==> config.mk <==
export PLATFORM = sky130hd
export DESIGN_NAME = cdon_ctrl
export DESIGN_NICKNAME = d
export VERILOG_FILES = /design/src/cdon_pkg.sv /design/src/cdon_ctrl.sv
export SDC_FILE = /design/constraint.sdc
export NUM_CORES = 1
export LEC_CHECK = 0
export ABC_CLOCK_PERIOD_IN_PS = 1800
export BUFFER_PORTS_ARGS = -buffer_cell sky130_fd_sc_hd__buf_4
export CAP_MARGIN = 40
export CORE_AREA = 2 2 39 41
export DETAILED_ROUTE_END_ITERATION = 12
export DIE_AREA = 0 0 41 43
export HOLD_SLACK_MARGIN = 0.12
export PLACE_DENSITY = 0.72
export SETUP_SLACK_MARGIN = 0.02
export SLEW_MARGIN = 0
export SYNTH_ARGS = -nofsm -noshare
export SYNTH_HDL_FRONTEND = slang
export SYNTH_SLANG_ARGS = --single-unit
==> constraint.sdc <==
create_clock -name clk -period 1.8 [get_ports clk]
set_clock_uncertainty 0.2 [all_clocks]
set_input_delay 0.36 -clock clk [delete_from_list [all_inputs] [get_ports clk]]
set_output_delay 0.36 -clock clk [all_outputs]
set_load 0.02 [all_outputs]
==> src/cdon_pkg.sv <==
// ----------------------------------------------------------------------------
// cdon_pkg
// Shared types, codes and constants of the calendar date offset normalizer.
// ----------------------------------------------------------------------------
`default_nettype none

package cdon_pkg;

    // Field widths of the transfer payloads
    localparam int OpcodeW  = 2;
    localparam int YearInW  = 15;
    localparam int MonthInW = 12;
    localparam int DayInW   = 16;
    localparam int DayW     = 5;
    localparam int MonthW   = 4;
    localparam int YearW    = 14;
    localparam int CmpW     = 2;

    // Working widths
    localparam int WorkW    = 17;   // signed day and year while normalizing
    localparam int MonAccW  = 13;   // biased month sum, always positive
    localparam int MonQW    = 9;    // biased month quotient
    localparam int Y400QW   = 6;    // year / 400
    localparam int Y400RW   = 9;    // year mod 400

    // Month carry: (m - 1) is biased by 171 * 12 so floor division by 12
    // works on a positive value; the quotient bias is removed afterwards.
    localparam int MonthBias  = 2051;
    localparam int MonthQBias = 171;
    localparam int MonthsYear = 12;
    localparam int MonthRecip = 5462;   // ceil(2^16 / 12)
    localparam int MonthShift = 16;
    localparam int MonthProdW = 27;

    // Year mod 400 through a reciprocal multiply
    localparam int YearsCycle = 400;
    localparam int YearRecip  = 20972;  // ceil(2^23 / 400)
    localparam int YearShift  = 23;
    localparam int YearProdW  = 29;

    typedef enum logic [OpcodeW-1:0] {
        OP_LOAD = 2'd0,
        OP_ADD  = 2'd1,
        OP_CMP  = 2'd2,
        OP_NONE = 2'd3
    } opcode_t;

    typedef enum logic [CmpW-1:0] {
        CMP_LESS    = 2'd0,
        CMP_EQUAL   = 2'd1,
        CMP_GREATER = 2'd2
    } cmp_t;

    // Controller to datapath
    typedef struct packed {
        logic load;
        logic mul_month;
        logic fix_month;
        logic mul_year;
        logic fix_year;
        logic walk;
        logic finish;
    } dp_cmd_t;

    // Datapath to controller
    typedef struct packed {
        logic done;     // normalization complete or saturated
        logic bypass;   // incoming opcode leaves the date alone
    } dp_stat_t;

    // Leap year from year mod 400
    function automatic logic is_leap(input logic [Y400RW-1:0] r400);
        logic century;
        century = (r400 == 9'd100) || (r400 == 9'd200) || (r400 == 9'd300);
        return (r400[1:0] == 2'b00) && !century;
    endfunction

    function automatic logic [DayW-1:0] month_len(input logic [MonthW-1:0] mon,
                                                  input logic leap);
        logic [DayW-1:0] len;
        case (mon)
            4'd2:                      len = leap ? 5'd29 : 5'd28;
            4'd4, 4'd6, 4'd9, 4'd11:   len = 5'd30;
            default:                   len = 5'd31;
        endcase
        return len;
    endfunction

endpackage

`default_nettype wire

==> src/cdon_ctrl.sv <==
// ----------------------------------------------------------------------------
// cdon_ctrl
// Sequencer: steps the datapath through month carry, year setup and day walk.
// ----------------------------------------------------------------------------
`default_nettype none

module cdon_ctrl
    import cdon_pkg::*;
(
    input  wire       clk,
    input  wire       rst_n,
    input  wire       in_valid,
    output logic      in_ready,
    output logic      out_valid,
    input  wire       out_ready,
    input  dp_stat_t  stat,
    output dp_cmd_t   cmd
);

    typedef enum logic [6:0] {
        S_IDLE = 7'b0000001,
        S_MDIV = 7'b0000010,
        S_MFIX = 7'b0000100,
        S_YDIV = 7'b0001000,
        S_YMOD = 7'b0010000,
        S_WALK = 7'b0100000,
        S_FIN  = 7'b1000000
    } state_t;

    state_t state_reg, state_next;
    logic   out_valid_reg, out_valid_next;

    always_comb
    begin
        state_next     = state_reg;
        out_valid_next = out_valid_reg;
        cmd            = '0;
        in_ready       = 1'b0;

        // Drop the result once the receiver takes it
        if (out_valid_reg && out_ready)
            out_valid_next = 1'b0;

        case (state_reg)
            S_IDLE:
            begin
                in_ready = 1'b1;
                if (in_valid)
                begin
                    cmd.load   = 1'b1;
                    state_next = stat.bypass ? S_FIN : S_MDIV;
                end
            end
            S_MDIV:
            begin
                cmd.mul_month = 1'b1;
                state_next    = S_MFIX;
            end
            S_MFIX:
            begin
                cmd.fix_month = 1'b1;
                state_next    = S_YDIV;
            end
            S_YDIV:
            begin
                cmd.mul_year = 1'b1;
                state_next   = S_YMOD;
            end
            S_YMOD:
            begin
                cmd.fix_year = 1'b1;
                state_next   = stat.done ? S_FIN : S_WALK;
            end
            S_WALK:
            begin
                if (stat.done)
                    state_next = S_FIN;
                else
                    cmd.walk = 1'b1;
            end
            S_FIN:
            begin
                // Hold until the result register is free
                if (!out_valid_reg || out_ready)
                begin
                    cmd.finish     = 1'b1;
                    out_valid_next = 1'b1;
                    state_next     = S_IDLE;
                end
            end
            default:
            begin
                state_next = S_IDLE;
            end
        endcase
    end

    always_ff @(posedge clk or negedge rst_n)
    begin
        if (!rst_n)
        begin
            state_reg     <= S_IDLE;
            out_valid_reg <= 1'b0;
        end
        else
        begin
            state_reg     <= state_next;
            out_valid_reg <= out_valid_next;
        end
    end

    assign out_valid = out_valid_reg;

endmodule

`default_nettype wire

==> impl_metrics.yaml, run 1 <==
outcome:
  status: "complete, but fails checks"
  violations: "negative setup slack"
detailed_routing:
  via_per_inst: 5.117
  dr_total_vias: 568
  wl_met3_um: 55
  antenna_left: 0
  highest_layer: "met4"
  drt-total-wl_um: 1581
  drc: 0
  routedWlPerCell_um: 14.24
  wl_met1_um: 641
  met2WireLength_um: 825
  dr.pass1.iters: 2
  drt-initial-drc-count: 5
layout:
  area_growth_syn_to_layout_pct: 86.67
  largest_reg_flops: 7
  final_nets: 102
  antenna_cells: 0
  nFillCells: 105
  regArea_sq_um: 201.4
  multi_input_area_sq_um: 395.4
  drive_gt1_share_pct: 60.00
setup_path:
  cpPeakStageDelay_ps: 430
  path_cells: "or2_1 > or3_4 > nor3_4 > buf_6"
  critPathCaptureType: "output pin"
  critPathRequiredTime_ps: 1240
  cp.arrival_ps: 1620
  cpMaxStageDelayCell: "or3_4"
  worstPathMaxFanout: 3
  worstSetupStartpointType: "flop"
  path_class: "reg2out"
sta:
  max_freq_mhz: 458.0
  finalHoldViolCount: 0
  worst_pin_slew_ps: 536.2
  period_share_pct: 121.3
  period_minus_slack_ps: 2184
  slew_headroom_pct: 63.92
  hold_slack_ps: 231.6
  setup_viol_count_final: 9
  rsz0062_at_grt: "true"
  slew_violations: 0
  finalWorstSetupSlack_ps: -383.5
  fin_tns_setup_ps: -2641
min_path:
  hold_path.class: "in2async"
yosys:
  synth_seq_cells: 8
  ys.flop_type: "dfrtp_1"
  synth.area.top_cells: "dfrtp_1, dfstp_2, nand2b_1"
  yosysMostFrequentCell: "dfrtp_1"
  async_reset_ff_share_pct: 100.0
  yosys.area.top_type: "dfrtp_1"
  yosys_warnings: 0
  synthTopCellsByCount: "dfrtp_1, nor2_1, nand2b_1, nor4_1, inv_1"
  synth_cell_type_count: 30
  synth_area_sq_um: 525.5
  syn_area_per_cell_sq_um: 9.732
  synth_edf_count: 0
  synth_top_area_share_pct: 33.33
  seq_area_frac_synth_pct: 38.33
  synthCells: 54
  syn_nets: 60
clock_network:
  numCtsBuffers: 3
  clock_latency_ps: 280
  path_clk_slew_ps: 70
  root_buffer: "clkbuf_4"
  cts_buffer_depth: 2
  h-tree-depth: 1
  clock_sinks: 8
  cts_tree: "yes"
floorplan:
  start_util_pct: 37.97
  die_y_um: 43
  core_area_sq_mm: 0.001384
  die-area_sq_mm: 0.001763
  die_width_um: 41
  ios: 15
  fp-row-count: 14
placed_design:
  place.gp.congestion: 0.8121
  dp_hpwl_um: 1053
  pre_cts_ws_ps: -146.9
  port_buffers: 14
pwr:
  total_power_w: 0.001143
  p_leak_nw: 0.4458
  ir_worst_vdd_uv: 569.0
  cellPowerDensity_mw_per_mm2: 1166
global_routing:
  grt_start_max_net_pins: 9
  antenna_found_initial: 0
  grt-ovfl-total: 0
  grt_usage_pct: 20.83
  first_global_vias: 561
  grt_pass1_wl_um: 2366
job:
  cap_viol_max_count: 0
cell usage in the layout (no fill, tap or decap), types with 3 or more instances in the layout:
cell | netlist | final
buf_6 | 2 | 7
dlygate4sd3_1 | 0 | 3
clkbuf_4 | 0 | 3
dfrtp_1 | 7 | 7
nor2_1 | 5 | 3
nand2b_1 | 4 | 4
inv_1 | 3 | 3
buf_4 | 0 | 29
cells by family after synthesis:
| logic type | share of synthesized area [%] |
|---|---|
| xor gates and xnor gates | 1.667 |
| DFF | 38.33 |
| buffers and inverters | 6.428 |
| and+or+nand+nor | 40.95 |
| AOI/OAI and AO/OA | 12.62 |
cell type report:
class                           count  share of cell area, %
Multi-Input combinational cell     41                  40.31
Timing Repair Buffer               39                  33.29
Sequential cell                     8                  20.54
Clock buffer                        4                  2.679
Tap cell                           16                  2.041
Inverter                            3                  1.148
final timing paths:
path | start | end | slack [ps] | cells after the start
setup / recovery | state_reg[1] | cmd[1] | -380 | 4
hold / removal | rst_n | state_reg[1] | 230 | 2
setup reg to reg | state_reg[1] | state_reg[6] | -140 | 5
hold reg to reg | state_reg[3] | state_reg[3] | 410 | 2
max in group asynchronous | rst_n | state_reg[0] | 930 | 2
min in group clk | in_valid | state_reg[6] | 270 | 3
metal layers:
metal  vias up  track usage, %
met1       268           24.41
met3         4           3.141
li1        282               -
met2        14           32.81
met5         -               0
met4         0           14.00
critical path: cells and delay by family (launching register included):
family	cells	cell delay [ps]
simple gates	3	840
buf+inv	1	140
flops	1	370
per-stage QoR:
step	cells	utilization (%)	area (sq um)
after floorplan	54	-	570.5
after global routing	111	70.89	980.9
after detailed placement	97	56.78	785.8
after global placement	97	56.78	785.8
after CTS	109	67.45	933.4
final	111	70.89	980.9
report_power, final:
part	switching (W)	internal, W	total [W]
clock	0.0000739	0.0000854	0.000159
sequential	0.0000176	0.000220	0.000238
combinational	0.000343	0.000403	0.000746
timing repair:
item / 4_1_cts / 5_1_grt
setup endpoints to repair: 9 / 10
setup buffers: 5 / 4
pin swaps: 8 / 5
hold buffers: 3 / 0
hold endpoints to repair: 10 / 0
resized for setup: 11 / 6
Note: power is estimated with default switching activity, not from simulation.
==> inputs of run 2 (changes only) <==
- TNS_END_PERCENT: unset -> 30
==> run 2 against run 1 <==
  * The run still ends with negative setup slack left
  * Sequential power barely moved
  * Hold slack gained 7.8 ps
  * Flip-flop and latch count stayed put
  * Wire length shrank 10%
  * Fmax rose by 0.58%
  * Utilization down 2.8 points
  * Die area unchanged
  * Global-route usage shrank 1.5 points
  * Cell count is 1.8% lower
  * Design area decreased by 4.0%
  * Setup slack gained 13 ps
  * Critical path type unchanged
  * Largest cell class unchanged
  * Highest routed layer unchanged
==> impl_metrics.yaml, run 2 (same netlist as run 1, synthesis figures left out) <==
placed_design:
  place.gp.congestion: 0.8245
  pre_cts_ws_ps: -143.7
  port_buffers: 14
  dp_hpwl_um: 992.1
sta:
  setup_viol_count_final: 9
  slew_headroom_pct: 77.80
  rsz0062_at_grt: "true"
  period_share_pct: 120.6
  finalWorstSetupSlack_ps: -371.0
  worst_pin_slew_ps: 328.5
  period_minus_slack_ps: 2171
  slew_violations: 0
  finalHoldViolCount: 0
  max_freq_mhz: 460.6
clock_network:
  clock_sinks: 8
  cts_buffer_depth: 2
  path_clk_slew_ps: 60
  cts_tree: "yes"
  h-tree-depth: 1
  root_buffer: "clkbuf_4"
  clock_latency_ps: 270
  numCtsBuffers: 3
floorplan:
  die_width_um: 41
  fp-row-count: 14
  start_util_pct: 37.97
  die-area_sq_mm: 0.001763
  ios: 15
  core_area_sq_mm: 0.001384
  die_y_um: 43
layout:
  final_nets: 100
  largest_reg_flops: 7
  layout_commonest_cell: "buf_4"
  fin_util_pct: 68.08
  layout_common_cells: "buf_4, dfrtp_1, buf_6"
  antenna_cells: 0
  area_growth_syn_to_layout_pct: 79.29
  drive_gt1_share_pct: 53.76
setup_path:
  path_cells: "or2_1 > or3_4 > nor3_4 > buf_6"
  cpPeakStageDelay_ps: 420
  cpMaxStageDelayCell: "or3_4"
  reg2reg_depth: 5
  r2r_end: "state_reg[6]"
  critPathRequiredTime_ps: 1240
  worstPathMaxFanout: 3
  critPathCaptureType: "output pin"
  r2r_start: "state_reg[1]"
  cp.arrival_ps: 1610
  worstSetupStartpointType: "flop"
  path_class: "reg2out"
  regToRegSetupSlack_ps: -110
pwr:
  ir_worst_vdd_uv: 604.4
  p_leak_nw: 0.4256
  cellPowerDensity_mw_per_mm2: 1142
outcome:
  status: "complete, but fails checks"
  violations: "negative setup slack"
detailed_routing:
  routedWlPerCell_um: 12.99
  via_per_inst: 5.294
  drt-total-wl_um: 1416
  drt-initial-drc-count: 2
  drc: 0
  antenna_left: 0
  dr.pass1.iters: 4
  dr_total_vias: 577
global_routing:
  grt_start_max_net_pins: 9
  first_global_vias: 533
  grt_usage_pct: 19.35
  antenna_found_initial: 0
  grt_pass1_wl_um: 2173
  grt-ovfl-total: 0
job:
  cap_viol_max_count: 0
min_path:
  hold_path.class: "in2async"
[run 2: routing by layer]
layer / share of wire (%) / GRT usage (%)
met1: 42 / 21.85
met2: 50 / 30.63
met3: 4.3 / 4.712
met4: 3.4 / 12.00
met5: 0 / 0
[run 2: worst max-delay path: cells and delay by family, from the launching register on]
family	cells	cell delay (ps)
buffers and inverters	1	140
and+or+nand+nor	3	840
DFF	1	380
[run 2: area by class of cell]
cell class              count  area [sq um]
multi-input cells          41         371.6
inverters                   3         11.26
repair buffers             37         311.5
well taps                  16         20.02
clock buffers               4         26.28
fillers                   126         441.7
flip-flops and latches      8         201.4
[run 2: how the worst max path moves through the flow]
stage,startpoint,end,slack [ps],depth (start not counted)
final,state_reg[1],cmd[1],-370,4
after global routing,state_reg[1],cmd[1],-440,4
after CTS,state_reg[2],cmd[1],-390,4
after detailed placement,state_reg[5],cmd[6],-140,4
after global placement,state_reg[1],cmd[1],-110,4
after floorplan,state_reg[6],cmd[6],-300,4
[run 2: repair_timing]
action,CTS,global route
gates resized for setup,7,9
buffers inserted,2,1
pin swaps,6,5
endpoints found under the setup margin,9,10
hold buffers,3,0
hold endpoints to repair,10,0
[run 2: where the power goes]
| part | switching (W) | internal, W |
|---|---|---|
| clock network | 0.0000730 | 0.0000855 |
| logic | 0.000317 | 0.000361 |
| registers | 0.0000186 | 0.000220 |
| total | 0.000409 | 0.000667 |
[run 2: per-stage QoR]
step | instance area (sq um) | setup TNS [ps] | std cells | hold WS (ps) | power [W]
2_1_floorplan | 554.3 | -1603 | 54 | -135.6 | 0.0005967
3_3_place_gp | 784.5 | -549.6 | 99 | -10.83 | 0.0008021
3_5_place_dp | 784.5 | -719.8 | 99 | -8.516 | 0.0008110
4_1_cts | 885.9 | -2810 | 108 | 245.6 | 0.001031
5_1_grt | 942.2 | -3246 | 109 | 275.2 | 0.001141
6_report | 942.2 | -2656 | 109 | 239.4 | 0.001076
==> inputs of run 3 (changes only) <==
- SKIP_LAST_GASP: unset -> 1
==> run 3 against run 2 <==
  * Die area unchanged
  * Setup slack got worse by 19 ps
  * Sequential power about the same
  * Largest power group unchanged
  * Critical path depth is the same
  * Non-clock buffer count fell by 1
  * Wire length fell by 2.8%
  * The run still ends with negative setup slack left
==> impl_metrics.yaml, run 3 (same netlist as run 1, synthesis figures left out) <==
outcome:
  status: "complete, but fails checks"
  violations: "negative setup slack"
pwr:
  p_leak_nw: 0.4176
  internal_power_w: 0.0006353
  p_clk_share_pct: 15.5
  p_comb_share_pct: 61.0
  seq_power_share_pct: 23.5
  p_switching_w: 0.0003692
  total_power_w: 0.001005
  cellPowerDensity_mw_per_mm2: 1140
  swShare_pct: 36.75
  ir_worst_vdd_uv: 567.7
job:
  cap_viol_max_count: 0
clock_network:
  root_buffer: "clkbuf_4"
  numCtsBuffers: 3
  cts_buffer_depth: 2
  clock_sinks: 8
  cts_tree: "yes"
  clock_latency_ps: 270
  path_clk_slew_ps: 60
  h-tree-depth: 1
floorplan:
  start_util_pct: 37.97
  fp-row-count: 14
  die-area_sq_mm: 0.001763
  die_y_um: 43
  core_area_sq_mm: 0.001384
  die_width_um: 41
  ios: 15
layout:
  antenna_cells: 0
  layout_commonest_cell: "buf_4"
  nFillCells: 129
  postLayoutCellArea_sq_um: 880.8
  final_nets: 99
  fin_util_pct: 63.65
  area_growth_syn_to_layout_pct: 67.62
  drive_gt1_share_pct: 50.00
  layout_common_cells: "buf_4, dfrtp_1, nor2_1"
  largest_reg_flops: 7
global_routing:
  grt_usage_pct: 17.93
  grt_pass1_wl_um: 2014
  grt-ovfl-total: 0
  grt_start_max_net_pins: 9
  first_global_vias: 499
  antenna_found_initial: 0
sta:
  setup_viol_count_final: 9
  finalHoldViolCount: 0
  slew_headroom_pct: 77.48
  period_minus_slack_ps: 2190
  worst_pin_slew_ps: 333.2
  max_freq_mhz: 456.7
  period_share_pct: 121.7
  finalWorstSetupSlack_ps: -389.8
  rsz0062_at_grt: "true"
  slew_violations: 0
setup_path:
  r2r_start: "state_reg[3]"
  cpPeakStageDelay_ps: 420
  timing.critical_path.buf_inv: 1
  reg2reg_depth: 5
  path_class: "reg2out"
  regToRegSetupSlack_ps: -120
  r2r_end: "state_reg[6]"
  cpMaxStageDelayCell: "or3_4"
  cp_top_family: "simple AND/OR/NAND/NOR gates"
  worstPathMaxFanout: 3
  critPathRequiredTime_ps: 1240
  critPathCaptureType: "output pin"
  path_cells: "or2_4 > or3_4 > nor3_4 > buf_6"
  cp.arrival_ps: 1630
  worstSetupStartpointType: "flop"
detailed_routing:
  dr_total_vias: 557
  antenna_left: 0
  drt-total-wl_um: 1377
  dr.pass1.iters: 4
  routedWlPerCell_um: 12.75
  drc: 0
  drt-initial-drc-count: 14
  via_per_inst: 5.157
placed_design:
  dp_hpwl_um: 992.1
  pre_cts_ws_ps: -143.7
  port_buffers: 14
  placed_area_sq_um: 784.5
  place.gp.congestion: 0.8245
min_path:
  hold_path.class: "in2async"
-- run 3: worst register-to-register path, cell delays in order (launching register included) --
cell and delay (ps):
dfrtp_1 380, or2_4 260, or3_4 420, buf_4 150, a2bb2oi_1 150, o41ai_2 270
-- run 3: final cells by class --
| class | count | area [sq um] | share of cell area (%) |
|---|---|---|---|
| inverter | 3 | 11.26 | 1.278 |
| tap | 16 | 20.02 | 2.273 |
| sequential | 8 | 201.4 | 22.87 |
| multi-input combinational | 41 | 336.6 | 38.21 |
| timing repair buffer | 36 | 285.3 | 32.39 |
| clock buffer | 4 | 26.28 | 2.983 |
-- run 3: metal layers --
metal / up-vias / wire length [um] / track usage (%)
met5: - / 0 / 0
met4: 0 / 38 / 12.00
met3: 5 / 64 / 4.712
met2: 17 / 667 / 27.19
met1: 255 / 607 / 20.86
li1: 280 / - / -
-- run 3: worst max-delay path by stage --
stage                       from      to  cells after the start
floorplan           state_reg[6]  cmd[6]                      4
detailed placement  state_reg[5]  cmd[6]                      4
global placement    state_reg[1]  cmd[1]                      4
CTS                 state_reg[2]  cmd[1]                      4
global route        state_reg[5]  cmd[0]                      6
finish              state_reg[3]  cmd[1]                      4
-- run 3: through the flow --
stage / std cells / setup TNS (ps) / hold slack (ps)
floorplan: 54 / -1603 / -135.6
global placement: 99 / -549.6 / -10.83
detailed placement: 99 / -719.8 / -8.516
CTS: 108 / -3020 / 245.6
global route: 108 / -3646 / 274.5
finish: 108 / -2896 / 245.9
-- run 3: what timing repair did --
item | CTS | global route
buffers inserted | 2 | 0
endpoints found under the setup margin | 9 | 10
hold buffers | 3 | 0
gates resized for setup | 3 | 2
hold endpoints to repair | 10 | 0
pin swaps | 4 | 2
-- run 3: power by group through the flow --
stage	Sequential (W)	Clock, W	Combinational [W]
floorplan	0.000260	0	0.000337
global placement	0.000238	0	0.000564
detailed placement	0.000238	0	0.000573
CTS	0.000236	0.000164	0.000603
global route	0.000241	0.000175	0.000658
finish	0.000236	0.000155	0.000613
